`config.mk`:
```
export PLATFORM = sky130hd
export DESIGN_NAME = pfba_ctrl
export DESIGN_NICKNAME = d
export VERILOG_FILES = /design/src/rtl/pfba_pkg.sv /design/src/rtl/pfba_byte_unit.sv /design/src/rtl/pfba_ctrl.sv
export SDC_FILE = /design/constraint.sdc
export NUM_CORES = 1
export LEC_CHECK = 0
export ABC_CLOCK_PERIOD_IN_PS = 4900
export BUFFER_PORTS_ARGS = -buffer_cell sky130_fd_sc_hd__buf_2
export CAP_MARGIN = 30
export CELL_PAD_IN_SITES_DETAIL_PLACEMENT = 0
export CELL_PAD_IN_SITES_GLOBAL_PLACEMENT = 1
export CORE_MARGIN = 2
export CORE_UTILIZATION = 42
export DETAILED_ROUTE_END_ITERATION = 7
export PLACE_DENSITY = 0.9
export SLEW_MARGIN = 5
export SYNTH_ARGS = -nofsm -noshare
export SYNTH_HDL_FRONTEND = slang
export SYNTH_SLANG_ARGS = --single-unit
```
`constraint.sdc`:
```
create_clock -name clk -period 4.9 [get_ports clk]
set_input_delay 0.49 -clock clk [delete_from_list [all_inputs] [get_ports clk]]
set_output_delay 0.49 -clock clk [all_outputs]
set_load 0.02 [all_outputs]
```
`src/rtl/pfba_pkg.sv`:
```
package pfba_pkg;

  // Bitmap geometry: one byte holds eight page frames.
  localparam int BITMAP_BYTES = 131072;
  localparam int ADDR_W       = (BITMAP_BYTES > 1) ? $clog2(BITMAP_BYTES) : 1;
  localparam int HINT_W       = 17;
  localparam int FRAME_W      = 20;
  localparam int BIT_W        = 3;
  localparam int BYTE_W       = 8;

  localparam logic [ADDR_W-1:0] LAST_ADDR = ADDR_W'(BITMAP_BYTES - 1);
  localparam logic [HINT_W:0]   BYTES_EXT = (HINT_W + 1)'(BITMAP_BYTES);

  // Request codes carried in the input tuser.
  typedef enum logic [1:0] {
    REQ_ALLOC = 2'd0,
    REQ_FREE  = 2'd1,
    REQ_MARK  = 2'd2
  } req_t;

  // Sequencer states.
  typedef enum logic [2:0] {
    ST_CLEAR,
    ST_IDLE,
    ST_READ,
    ST_CHECK,
    ST_POST
  } state_t;

  // Result of the shared byte unit.
  typedef struct packed {
    logic              full;
    logic [BIT_W-1:0]  low_clear;
    logic [BYTE_W-1:0] byte_out;
  } bu_res_t;

  // Bitmap memory access from the sequencer.
  typedef struct packed {
    logic              we;
    logic [ADDR_W-1:0] waddr;
    logic [BYTE_W-1:0] wdata;
    logic [ADDR_W-1:0] raddr;
  } mem_req_t;

endpackage

```
`src/rtl/pfba_byte_unit.sv`:
```
module pfba_byte_unit (
  input  pfba_pkg::req_t                  op,
  input  logic [pfba_pkg::BYTE_W-1:0]     byte_in,
  input  logic [pfba_pkg::BIT_W-1:0]      bit_sel,
  output pfba_pkg::bu_res_t               res
);

  logic [pfba_pkg::BIT_W-1:0]  low;
  logic                        found;
  logic [pfba_pkg::BYTE_W-1:0] sel_mask;
  logic [pfba_pkg::BYTE_W-1:0] low_mask;

  // Priority search for the lowest clear bit of the byte.
  always_comb begin
    low   = '0;
    found = 1'b0;
    for (int i = 0; i < pfba_pkg::BYTE_W; i++) begin
      if (!found && !byte_in[i]) begin
        low   = pfba_pkg::BIT_W'(i);
        found = 1'b1;
      end
    end
  end

  assign sel_mask = pfba_pkg::BYTE_W'(1) << bit_sel;
  assign low_mask = pfba_pkg::BYTE_W'(1) << low;

  // New byte value for each kind of request.
  always_comb begin
    res.full      = ~found;
    res.low_clear = low;
    case (op)
      pfba_pkg::REQ_ALLOC: res.byte_out = byte_in | low_mask;
      pfba_pkg::REQ_FREE:  res.byte_out = byte_in & ~sel_mask;
      pfba_pkg::REQ_MARK:  res.byte_out = byte_in | sel_mask;
      default:             res.byte_out = byte_in;
    endcase
  end

endmodule

```
`src/rtl/pfba_ctrl.sv`:
```
module pfba_ctrl (
  input  logic                             clk,
  input  logic                             rst_n,
  input  logic                             in_tvalid,
  output logic                             in_tready,
  input  logic [1:0]                       in_tuser,
  input  logic [pfba_pkg::FRAME_W-1:0]     in_frame,
  input  logic                             cfg_valid,
  input  logic [pfba_pkg::HINT_W-1:0]      cfg_data,
  output logic                             out_tvalid,
  input  logic                             out_tready,
  output logic [pfba_pkg::FRAME_W-1:0]     out_frame,
  output logic                             out_fail,
  output pfba_pkg::mem_req_t               mem_req,
  input  logic [pfba_pkg::BYTE_W-1:0]      mem_rdata
);

  pfba_pkg::state_t                state_r, state_nxt;
  logic [pfba_pkg::ADDR_W-1:0]     addr_r, addr_nxt;
  pfba_pkg::req_t                  op_r, op_nxt;
  logic [pfba_pkg::BIT_W-1:0]      bit_r, bit_nxt;
  logic [pfba_pkg::HINT_W-1:0]     hint_r, hint_nxt;
  logic [pfba_pkg::FRAME_W-1:0]    res_frame_r, res_frame_nxt;
  logic                            res_fail_r, res_fail_nxt;
  logic                            out_valid_r, out_valid_nxt;
  logic [pfba_pkg::FRAME_W-1:0]    out_frame_r, out_frame_nxt;
  logic                            out_fail_r, out_fail_nxt;

  pfba_pkg::req_t                  in_op;
  logic [pfba_pkg::HINT_W-1:0]     in_byte;
  logic                            hint_ok;
  logic                            byte_ok;
  logic                            accept;
  logic                            out_free;
  logic                            at_last;
  logic                            scan_on;
  pfba_pkg::bu_res_t               bu;

  assign in_op    = pfba_pkg::req_t'(in_tuser);
  assign in_byte  = in_frame[pfba_pkg::BIT_W +: pfba_pkg::HINT_W];
  assign hint_ok  = {1'b0, hint_r} < pfba_pkg::BYTES_EXT;
  assign byte_ok  = {1'b0, in_byte} < pfba_pkg::BYTES_EXT;
  assign in_tready = (state_r == pfba_pkg::ST_IDLE);
  assign accept   = in_tvalid && in_tready;
  assign out_free = !out_valid_r || out_tready;
  assign at_last  = (addr_r == pfba_pkg::LAST_ADDR);
  // A scan goes on while the byte just read is full and bytes remain.
  assign scan_on  = (op_r == pfba_pkg::REQ_ALLOC) && bu.full && !at_last;

  // Shared byte unit: lowest clear bit and the updated byte.
  pfba_byte_unit u_byte_unit (
    .op      (op_r),
    .byte_in (mem_rdata),
    .bit_sel (bit_r),
    .res     (bu)
  );

  // Next state.
  always_comb begin
    state_nxt = state_r;
    case (state_r)
      pfba_pkg::ST_CLEAR: begin
        if (at_last) state_nxt = pfba_pkg::ST_IDLE;
      end
      pfba_pkg::ST_IDLE: begin
        if (accept) begin
          case (in_op)
            pfba_pkg::REQ_ALLOC: state_nxt = hint_ok ? pfba_pkg::ST_READ : pfba_pkg::ST_POST;
            pfba_pkg::REQ_FREE,
            pfba_pkg::REQ_MARK:  state_nxt = byte_ok ? pfba_pkg::ST_READ : pfba_pkg::ST_POST;
            default:             state_nxt = pfba_pkg::ST_POST;
          endcase
        end
      end
      pfba_pkg::ST_READ:  state_nxt = pfba_pkg::ST_CHECK;
      pfba_pkg::ST_CHECK: state_nxt = scan_on ? pfba_pkg::ST_READ : pfba_pkg::ST_POST;
      pfba_pkg::ST_POST: begin
        if (out_free) state_nxt = pfba_pkg::ST_IDLE;
      end
      default: state_nxt = pfba_pkg::ST_CLEAR;
    endcase
  end

  // Datapath and memory control.
  always_comb begin
    addr_nxt      = addr_r;
    op_nxt        = op_r;
    bit_nxt       = bit_r;
    hint_nxt      = hint_r;
    res_frame_nxt = res_frame_r;
    res_fail_nxt  = res_fail_r;
    mem_req.we    = 1'b0;
    mem_req.waddr = addr_r;
    mem_req.wdata = bu.byte_out;
    mem_req.raddr = addr_r;

    case (state_r)
      pfba_pkg::ST_CLEAR: begin
        mem_req.we    = 1'b1;
        mem_req.wdata = '0;
        addr_nxt      = addr_r + 1'b1;
      end
      pfba_pkg::ST_IDLE: begin
        if (accept) begin
          op_nxt        = in_op;
          bit_nxt       = in_frame[pfba_pkg::BIT_W-1:0];
          res_frame_nxt = '0;
          res_fail_nxt  = (in_op == pfba_pkg::REQ_ALLOC);
          if (in_op == pfba_pkg::REQ_ALLOC) begin
            addr_nxt = hint_r[pfba_pkg::ADDR_W-1:0];
          end else begin
            addr_nxt = in_byte[pfba_pkg::ADDR_W-1:0];
          end
        end
      end
      pfba_pkg::ST_CHECK: begin
        if (op_r == pfba_pkg::REQ_ALLOC) begin
          if (!bu.full) begin
            // Clear bit found: take it and move the hint here.
            mem_req.we    = 1'b1;
            hint_nxt      = pfba_pkg::HINT_W'(addr_r);
            res_frame_nxt = pfba_pkg::FRAME_W'({pfba_pkg::HINT_W'(addr_r), bu.low_clear});
            res_fail_nxt  = 1'b0;
          end else if (!at_last) begin
            addr_nxt = addr_r + 1'b1;
          end else begin
            res_frame_nxt = '0;
            res_fail_nxt  = 1'b1;
          end
        end else begin
          mem_req.we    = 1'b1;
          res_frame_nxt = '0;
          res_fail_nxt  = 1'b0;
        end
      end
      default: begin
      end
    endcase

    // Configuration reloads the hint; the user must write it only while idle, the block itself does not enforce this.
    if (cfg_valid) begin
      hint_nxt = cfg_data;
    end
  end

  // Output register: a finished request waits here for the consumer.
  always_comb begin
    out_valid_nxt = out_valid_r;
    out_frame_nxt = out_frame_r;
    out_fail_nxt  = out_fail_r;
    if (out_valid_r && out_tready) begin
      out_valid_nxt = 1'b0;
    end
    if (state_r == pfba_pkg::ST_POST && out_free) begin
      out_valid_nxt = 1'b1;
      out_frame_nxt = res_frame_r;
      out_fail_nxt  = res_fail_r;
    end
  end

  always_ff @(posedge clk) begin
    if (!rst_n) begin
      state_r     <= pfba_pkg::ST_CLEAR;
      addr_r      <= '0;
      hint_r      <= '0;
      out_valid_r <= 1'b0;
    end else begin
      state_r     <= state_nxt;
      addr_r      <= addr_nxt;
      hint_r      <= hint_nxt;
      out_valid_r <= out_valid_nxt;
    end
  end

  always_ff @(posedge clk) begin
    op_r        <= op_nxt;
    bit_r       <= bit_nxt;
    res_frame_r <= res_frame_nxt;
    res_fail_r  <= res_fail_nxt;
    out_frame_r <= out_frame_nxt;
    out_fail_r  <= out_fail_nxt;
  end

  assign out_tvalid = out_valid_r;
  assign out_frame  = out_frame_r;
  assign out_fail   = out_fail_r;

endmodule

```
; Word-level counts from Yosys, hierarchy flattened
; Index checks and enable logic that the tools add are counted.
[totals]
word_cells = 125
out_inout_bits = 66
in_bits = 52
reg_bits = 85
[classes]
addsub = 1
n_bitwise = 5
mux = 48
shifts = 2
reduce_logical = 43
eq_ne = 16
[ops]
columns = op, count
row1 = 17-bit 2-to-1 mux, 9
row2 = 20-bit 2-to-1 mux, 4
row3 = 17-bit case mux with 3 select lines, 1
row4 = 20-bit case mux with 2 select lines, 1
row5 = 3-bit 2-to-1 mux, 11
row6 = 8-bit case mux with 3 select lines, 1
row7 = 17-bit by 1-bit adder with 17-bit output (second input constant), 1
row8 = 17-bit == test (second input constant), 1
row9 = 1-bit 2-to-1 mux, 17
row10 = 8-bit OR, 2
row11 = 1-bit by 3-bit left shift with 8-bit output (first input constant), 2
row12 = 1-bit logical NOT, 15
row13 = 3-bit case mux with 5 select lines, 1
row14 = 1-bit logical AND, 12
row15 = 2-bit inequality test (second input constant), 5
row16 = 2-bit nonzero test, 5
row17 = 3-bit AND reduction, 3
row18 = 8-bit AND, 1
row19 = 8-bit 2-to-1 mux, 1
row20 = 8-bit inverter, 1
row21 = 3-bit by 2-bit == test with 1-bit output (second input constant), 2
row22 = 5-bit AND reduction, 1
row23 = 2-bit by 1-bit == test with 1-bit output (second input constant), 2
row24 = 2-bit == test (second input constant), 2
row25 = 12 further kinds, 14

; Logic depth before layout (Yosys ltp)
; Gate-level depths: netlist of run 1.
[logic_depth]
word_depth = 26
ltp_mapped = 10
ltp_nobuf = 10

; Hierarchy
; A second synthesis of run 1 with hierarchy kept.
[hier_totals]
hier_cells = 469
area_unflattened_um2 = 4464.3
[by_module_without_submodules]
columns = mod, n_inst, cells_per_inst, seq_area_each_um2, area_each_um2
row1 = pfba_ctrl, 1, 400, 2172.1, 4053.9
row2 = pfba_byte_unit, 1, 69, 0.0, 410.4

; Worst setup path after synthesis of run 1
; No wires, ideal clock.
[synth_timing]
path_type = reg-to-reg
startpoint = register addr_r[0] (netlist bit)
endpoint = register res_fail_r, enable pin
arrival_time_ns = 2.426
path_slack_ns = 2.093
t_required_ns = 4.519
path_buffers = 0
setup_ns = 0.381
synth_period_minus_slack_ns = 2.807
path_stages_with_launch = 9
path_cell_list = dfxtp_1 > ha_1 > nand3_1 > nor2_1 > and3_1 > and3_1 > ha_1 > o21ai_0 > nand2b_1
[synth_between]
elab_chain_cells = 3
[synth_rtl]
columns = item, line_no
row1 = "start, declared", pfba_ctrl.sv:19  ; logic [pfba_pkg::ADDR_W-1:0] addr_r, addr_nxt;
row2 = "start signal, assigned", pfba_ctrl.sv:169  ; addr_r <= addr_nxt;
row3 = 17-bit == test, pfba_ctrl.sv:46  ; assign at_last = (addr_r == pfba_pkg::LAST_ADDR);
row4 = 4-bit by 3-bit inequality test with 1-bit output (no line), --
row5 = 3-bit AND reduction (no line), --
row6 = "end signal, assigned", pfba_ctrl.sv:179  ; res_fail_r <= res_fail_nxt;
row7 = "end, declared", pfba_ctrl.sv:24  ; logic res_fail_r, res_fail_nxt;
; Every way passes these cells.
; A chain may end at the register's enable or synchronous reset.

; Worst setup path in the final report of run 1
[layout_timing]
startpoint = register state_r[0]
endpoint = output in_tready
[layout_between]
elab_chain_cells = 1
[layout_rtl]
columns = item, line_no
row1 = "start, declared", pfba_ctrl.sv:18  ; pfba_pkg::state_t state_r, state_nxt;
row2 = "start signal, assigned", pfba_ctrl.sv:163  ; state_r <= pfba_pkg::ST_CLEAR;
row3 = "start signal, assigned", pfba_ctrl.sv:168  ; state_r <= state_nxt;
row4 = 3-bit by 1-bit == test with 1-bit output, pfba_ctrl.sv:43  ; assign in_tready = (state_r == pfba_pkg::ST_IDLE);
row5 = "end, declared", pfba_ctrl.sv:5  ; output logic in_tready,
; Every way passes these cells.

==> impl_metrics.tcl, run 1 <==
set metrics [dict create \
    max_slew_headroom 0.3387 \
    grt_use_total 0.1939 \
    layout.nets 613 \
    detail_route.first_pass.iterations 5 \
    place_congestion 0.8967 \
    initial_util 0.4278 \
    boundaryPins 118 \
    criticalPathCategory "flop to output pin" \
    synth-async-reset-ratio 0 \
    place.port_buffers 117 \
    cp-start-kind "flop" \
    finalNonFillerCells 700 \
    dominantRegCellSynth "sky130_fd_sc_hd__edfxtp_1" \
    route.detailed.vias_per_inst 5.400 \
    most-common-layout-cells "sky130_fd_sc_hd__buf_2 (117), sky130_fd_sc_hd__nand2_1 (84), sky130_fd_sc_hd__edfxtp_1 (47), sky130_fd_sc_hd__dfxtp_1 (38), sky130_fd_sc_hd__o21ai_0 (35)" \
    maximum_vdd_ir_drop_mv 0.1482 \
    dp_hpwl_um 7964 \
    syn_avg_cell_area_um2 9.195 \
    ctsResizeCount 0 \
    power-per-cell-area_nw_per_um2 265.8 \
    setup_viol 0 \
    mappedNetlistArea_um2 4377 \
    placed_cells 683 \
    synth.net_count 530 \
    tritoncts "yes" \
    std_cell_rows 37 \
    synth-edff-count 47 \
    critPathTopFamily "buffers and inverters" \
    die_height_um 106.1 \
    tns_setup_ns 0 \
    wl_um 10960 \
    critical-path-max-stage-delay_ns 0.69 \
    crit_path_end_kind "output pin" \
    syn2layout_area_growth_pct 16.04 \
    route.vias.total 3780 \
    power.leakage_nw 2.177 \
    final.min_clock_period_ns 2.937 \
    clk_root_buffer_cell "sky130_fd_sc_hd__clkbuf_8" \
    post_cts_hold_buffer_count 0 \
    timing.critical_path.buf_inv 2 \
    clock_tree.buffer_depth 2 \
    cts_setup_buffers 0 \
    fraction_of_final_layout_cells_with_drive_strength_greater_than_1 0.2766 \
    wp_data_arrival_ns 2.45 \
    die_w_um 106.1 \
    remaining_drc_errors 0 \
    finalCritPeriodShare 0.5993 \
    insertion_delay_ns 0.37 \
    clkSlewWorstSetupHoldPaths_ns 0.10 \
    cp.required_ns 4.41 \
    timing.hold.worst.start "in_frame[2]" \
    yosys.cell_types.count 57 \
    max-cap-violations 0 \
    worstSetupStartpoint "state_r[0]" \
    ys.warnings.count 0 \
    cell_chain_of_the_critical_path "or3b_1 > inv_2 > buf_2" \
    number_of_global_route_vias_before_repair 3356 \
    synth-seq-cells 85 \
    floorplan.core_area_um2 10230 \
    cts-htree-levels 3 \
    grt_pass1_wl_um 17310 \
    worst_clock_skew_ns 0.01857 \
    first_iter_violations 291 \
    netlist_instances 476 \
    finalMaxSlewViolations 0 \
    worst_path_max_delay_cell "sky130_fd_sc_hd__or3b_1" \
    timing.final.hold_violations 0 \
    grt.overflow.total 0 \
    cts_buffer_count 9 \
    num_antenna_cells 0 \
    yosysSeqAreaShare 0.4963 \
    fmax_mhz 340.5 \
    mostFrequentLayoutCell "sky130_fd_sc_hd__buf_2" \
    antenna_found_initial 0 \
    tightestPinTransition_ns 0.9844 \
    launch_instance_of_the_worst_register_to_register_path "addr_r[7]" \
    rsz0062_at_grt "false" \
    run_status "completed" \
    grt_start_max_net_pins 44 \
    wl_per_cell_um 15.65 \
    design.die.area_um2 11250 \
    cp_max_fo 32 \
    ant_nets 0 \
    clock-sinks 85 \
    min-delay-path-class "input port to flop" \
]
routing by layer:
metal  vias up  wire (um)  track usage  part of all wire
met1      1725       5172       0.2912              0.47
met3        20        656      0.02943             0.060
met4         0        267      0.06673             0.024
met2       158       4862       0.2843              0.44
met5         -          0            0                 0
li1       1877          -            -                 -
worst reg2reg max path, stage by stage (launching register included):
cell,delay [ns]
sky130_fd_sc_hd__dfxtp_1,0.41
sky130_fd_sc_hd__and4_1,0.26
sky130_fd_sc_hd__and3_1,0.25
sky130_fd_sc_hd__and3_1,0.22
sky130_fd_sc_hd__and3_1,0.19
sky130_fd_sc_hd__ha_1,0.28
sky130_fd_sc_hd__o31ai_4,0.68
sky130_fd_sc_hd__nand2_1,0.29
sky130_fd_sc_hd__o22ai_1,0.24
per-stage QoR:
stage          total power, W  setup WS (ns)    util  hold slack (ns)  cell area, um^2
6_report             0.001350          1.964  0.4964           0.2954             5079
5_1_grt              0.001396          1.841  0.4964           0.2872             5079
4_1_cts              0.001356          1.619  0.4949           0.2922             5064
3_5_place_dp        0.0008733          1.628  0.4754           0.4045             4863
3_3_place_gp        0.0008716          1.712  0.4754           0.4010             4863
2_1_floorplan       0.0008354          2.093       -           0.4003             4377
synth_stat cells (all sizes together), types with 2 or more instances:
library cell,count,area (um^2)
inv,22,82.58
nor2,25,96.35
a21boi,5,37.53
nand2,84,315.3
o31a,2,26.28
mux2i,4,40.04
nor3,5,25.02
a221oi,8,70.07
o211ai,10,100.1
edfxtp,47,1411
nand4,4,25.02
dfxtp,38,760.7
nand2b,7,43.79
or2,4,25.02
nor2b,8,50.05
a211oi,2,15.01
a31oi,28,175.2
ha,2,25.02
nand3b,3,22.52
o31ai,3,36.28
o32ai,2,17.52
nand3,18,107.6
and3,7,45.05
o21a,3,22.52
o22ai,3,18.77
a41oi,2,17.52
o221a,2,22.52
o21ai,38,190.2
buf,31,225.2
and4,2,17.52
and2,4,25.02
a21oi,25,125.1
clkbuf,17,63.81
cell families (layout without fill, tap and decap cells):
kind of cell               after synthesis  after routing  synth area share
AOI/OAI and AO/OA                      137            137            0.2081
adders and majority gates                2              2          0.005717
buffers and inverters                   70            158           0.08490
DFF                                     85             85            0.4963
muxes                                    5              5           0.01172
and+or+nand+nor                        177            177            0.1933
flip-flops by register name, indices dropped and copies added (netlist names):
register / flops
out_frame: 20
res_frame_r: 20
addr_r: 17
hint_r: 17
bit_r: 3
state_r: 3
op_r: 2
out_fail: 1
out_tvalid: 1
res_fail_r: 1
power breakdown:
part | switching (W) | total, W | internal [W] | leakage (nW)
Combinational | 0.0000550 | 0.0000928 | 0.0000378 | 1.29
Clock | 0.000289 | 0.000491 | 0.000202 | 0.103
Sequential | 0.0000101 | 0.000766 | 0.000756 | 0.783
layout make-up:
| type | count | area, um^2 |
|---|---|---|
| Fill cell | 943 | 5152 |
| Sequential cell | 85 | 2172 |
| Multi-Input combinational cell | 321 | 1838 |
| Timing Repair Buffer | 120 | 615.6 |
| Tap cell | 136 | 170.2 |
| Clock buffer | 9 | 123.9 |
| Inverter | 22 | 82.58 |
| Clock inverter | 7 | 76.32 |
final timing paths:
kind	end	slack (ns)	cells past startpoint
max reg2reg	addr_r[14]	2.02	8
min	bit_r[2]	0.30	1
min reg2reg	out_frame[18]	0.42	0
max	in_tready	1.96	3
No activity file was read; power rests on OpenSTA's default activity.
==> run 2: changes to the inputs <==
- ABC_CLOCK_PERIOD_IN_PS: 4900 -> 3100
- CORE_UTILIZATION: 42 -> 39
- PLACE_DENSITY: 0.9 -> 0.84
- clock period: 4.9 -> 3.1 ns (I/O delays scaled with it)
==> impl_metrics.tcl, run 2 (synthesis gave the netlist of run 1 again) <==
set metrics [dict create \
    grt_use_total 0.1938 \
    criticalPathCategory "flop to flop" \
    finalNonFillerCells 707 \
    reg2regPathDepth 9 \
    grt_pass1_wl_um 17900 \
    cts_buffer_count 9 \
    tightestPinTransition_ns 0.8804 \
    insertion_delay_ns 0.37 \
    timing.critical_path.buf_inv 1 \
    wl_um 11370 \
    boundaryPins 118 \
    most-common-layout-cells "sky130_fd_sc_hd__buf_2 (117), sky130_fd_sc_hd__nand2_1 (84), sky130_fd_sc_hd__edfxtp_1 (47), sky130_fd_sc_hd__dfxtp_1 (38), sky130_fd_sc_hd__o21ai_0 (35)" \
    wl_per_cell_um 16.08 \
    design.die.area_um2 12090 \
    fraction_of_final_layout_cells_with_drive_strength_greater_than_1 0.2804 \
    cts-htree-levels 3 \
    regToRegEndpoint "res_frame_r[5]" \
    layout.nets 616 \
    clock-sinks 85 \
    rsz0062_at_grt "false" \
    clk_root_buffer_cell "sky130_fd_sc_hd__clkbuf_8" \
    launch_instance_of_the_worst_register_to_register_path "addr_r[0]" \
    run_status "completed" \
    cts_setup_buffers 0 \
    number_of_global_route_vias_before_repair 3375 \
    detail_route.first_pass.iterations 6 \
    timing.final.hold_violations 0 \
    utilization 0.4681 \
    timing.hold.worst.start "in_frame[1]" \
    maximum_vdd_ir_drop_mv 0.1742 \
    total_power_w 0.002140 \
    floorplan.core_area_um2 10890 \
    worst_path_max_delay_cell "sky130_fd_sc_hd__dfxtp_1" \
    clock_tree.buffer_depth 2 \
    final.min_clock_period_ns 2.780 \
    cp-start-kind "flop" \
    crit_path_end_kind "flop" \
    initial_util 0.4020 \
    route.detailed.vias_per_inst 5.362 \
    remaining_drc_errors 0 \
    clkSlewWorstSetupHoldPaths_ns 0.10 \
    place_congestion 0.9030 \
    dp_hpwl_um 8329 \
    num-fill-cells 1048 \
    finalMaxSlewViolations 0 \
    setup_viol 0 \
    max-cap-violations 0 \
    hold_slack_ns 0.1184 \
    cell_chain_of_the_critical_path "ha_1 > nand3_1 > nor2_1 > and3_1 > and3_1 > ha_1 > o21ai_0 > nand2b_1 > buf_4" \
    placed_cells 691 \
    first_iter_violations 290 \
    reg2reg_slack_ns 0.32 \
    worst_hold_path.num_cells 1 \
    power.leakage_nw 2.188 \
    critPathTopFamily "simple AND/OR/NAND/NOR gates" \
    cp_max_fo 21 \
    finalCritPeriodShare 0.8969 \
    post_cts_hold_buffer_count 0 \
    antenna_found_initial 0 \
    die_w_um 109.9 \
    tns_setup_ns 0 \
    mostFrequentLayoutCell "sky130_fd_sc_hd__buf_2" \
    holdPathEnd "bit_r[1]" \
    fmax_mhz 359.7 \
    route.vias.total 3791 \
    max_slew_headroom 0.4109 \
    std_cell_rows 38 \
    place.port_buffers 117 \
    grt.overflow.total 0 \
    min-delay-path-class "input port to flop" \
    ctsResizeCount 0 \
    cp.required_ns 3.15 \
    die_height_um 109.9 \
    ant_nets 0 \
    power-per-cell-area_nw_per_um2 419.9 \
    num_antenna_cells 0 \
    worst_clock_skew_ns 0.01818 \
    grt_start_max_net_pins 44 \
    wp_data_arrival_ns 2.83 \
    critical-path-max-stage-delay_ns 0.49 \
    syn2layout_area_growth_pct 16.44 \
    tritoncts "yes" \
]
[run 2: per-layer routing]
layer,share of wire,track usage
met1,0.47,0.2935
met2,0.44,0.2739
met3,0.073,0.02786
met4,0.018,0.08047
met5,0,0
[run 2: worst max-delay path by stage]
stage / start / endpoint / depth (start not counted)
global placement: addr_r[0] / res_frame_r[9] / 9
CTS: addr_r[0] / res_frame_r[5] / 9
global route: addr_r[0] / res_fail_r / 9
finish: addr_r[0] / res_frame_r[5] / 9
detailed placement: addr_r[0] / res_frame_r[9] / 9
floorplan: addr_r[0] / res_fail_r / 8
[run 2: where the power goes]
group	switching, W	internal [W]	total (W)	leakage, nW
Combinational	0.0000877	0.0000597	0.000147	1.30
Sequential	0.0000168	0.00120	0.00121	0.783
Clock	0.000463	0.000317	0.000781	0.101
Total	0.000568	0.00157	0.00214	2.19
[run 2: metrics by stage]
| step | worst slack, ns | instance area, um^2 |
|---|---|---|
| 2_1_floorplan | 0.2932 | 4377 |
| 3_3_place_gp | 0.5074 | 4898 |
| 3_5_place_dp | 0.3816 | 4898 |
| 4_1_cts | 0.3388 | 5096 |
| 5_1_grt | 0.05324 | 5096 |
| 6_report | 0.3197 | 5096 |
[run 2: layout make-up]
class | instances | area [um^2] | area share
inverters | 22 | 82.58 | 0.01620
clock inverters | 7 | 73.82 | 0.01449
flip-flops and latches | 85 | 2172 | 0.4262
multi-input cells | 321 | 1838 | 0.3607
clock buffers | 9 | 123.9 | 0.02431
well taps | 140 | 175.2 | 0.03437
repair buffers | 123 | 630.6 | 0.1237
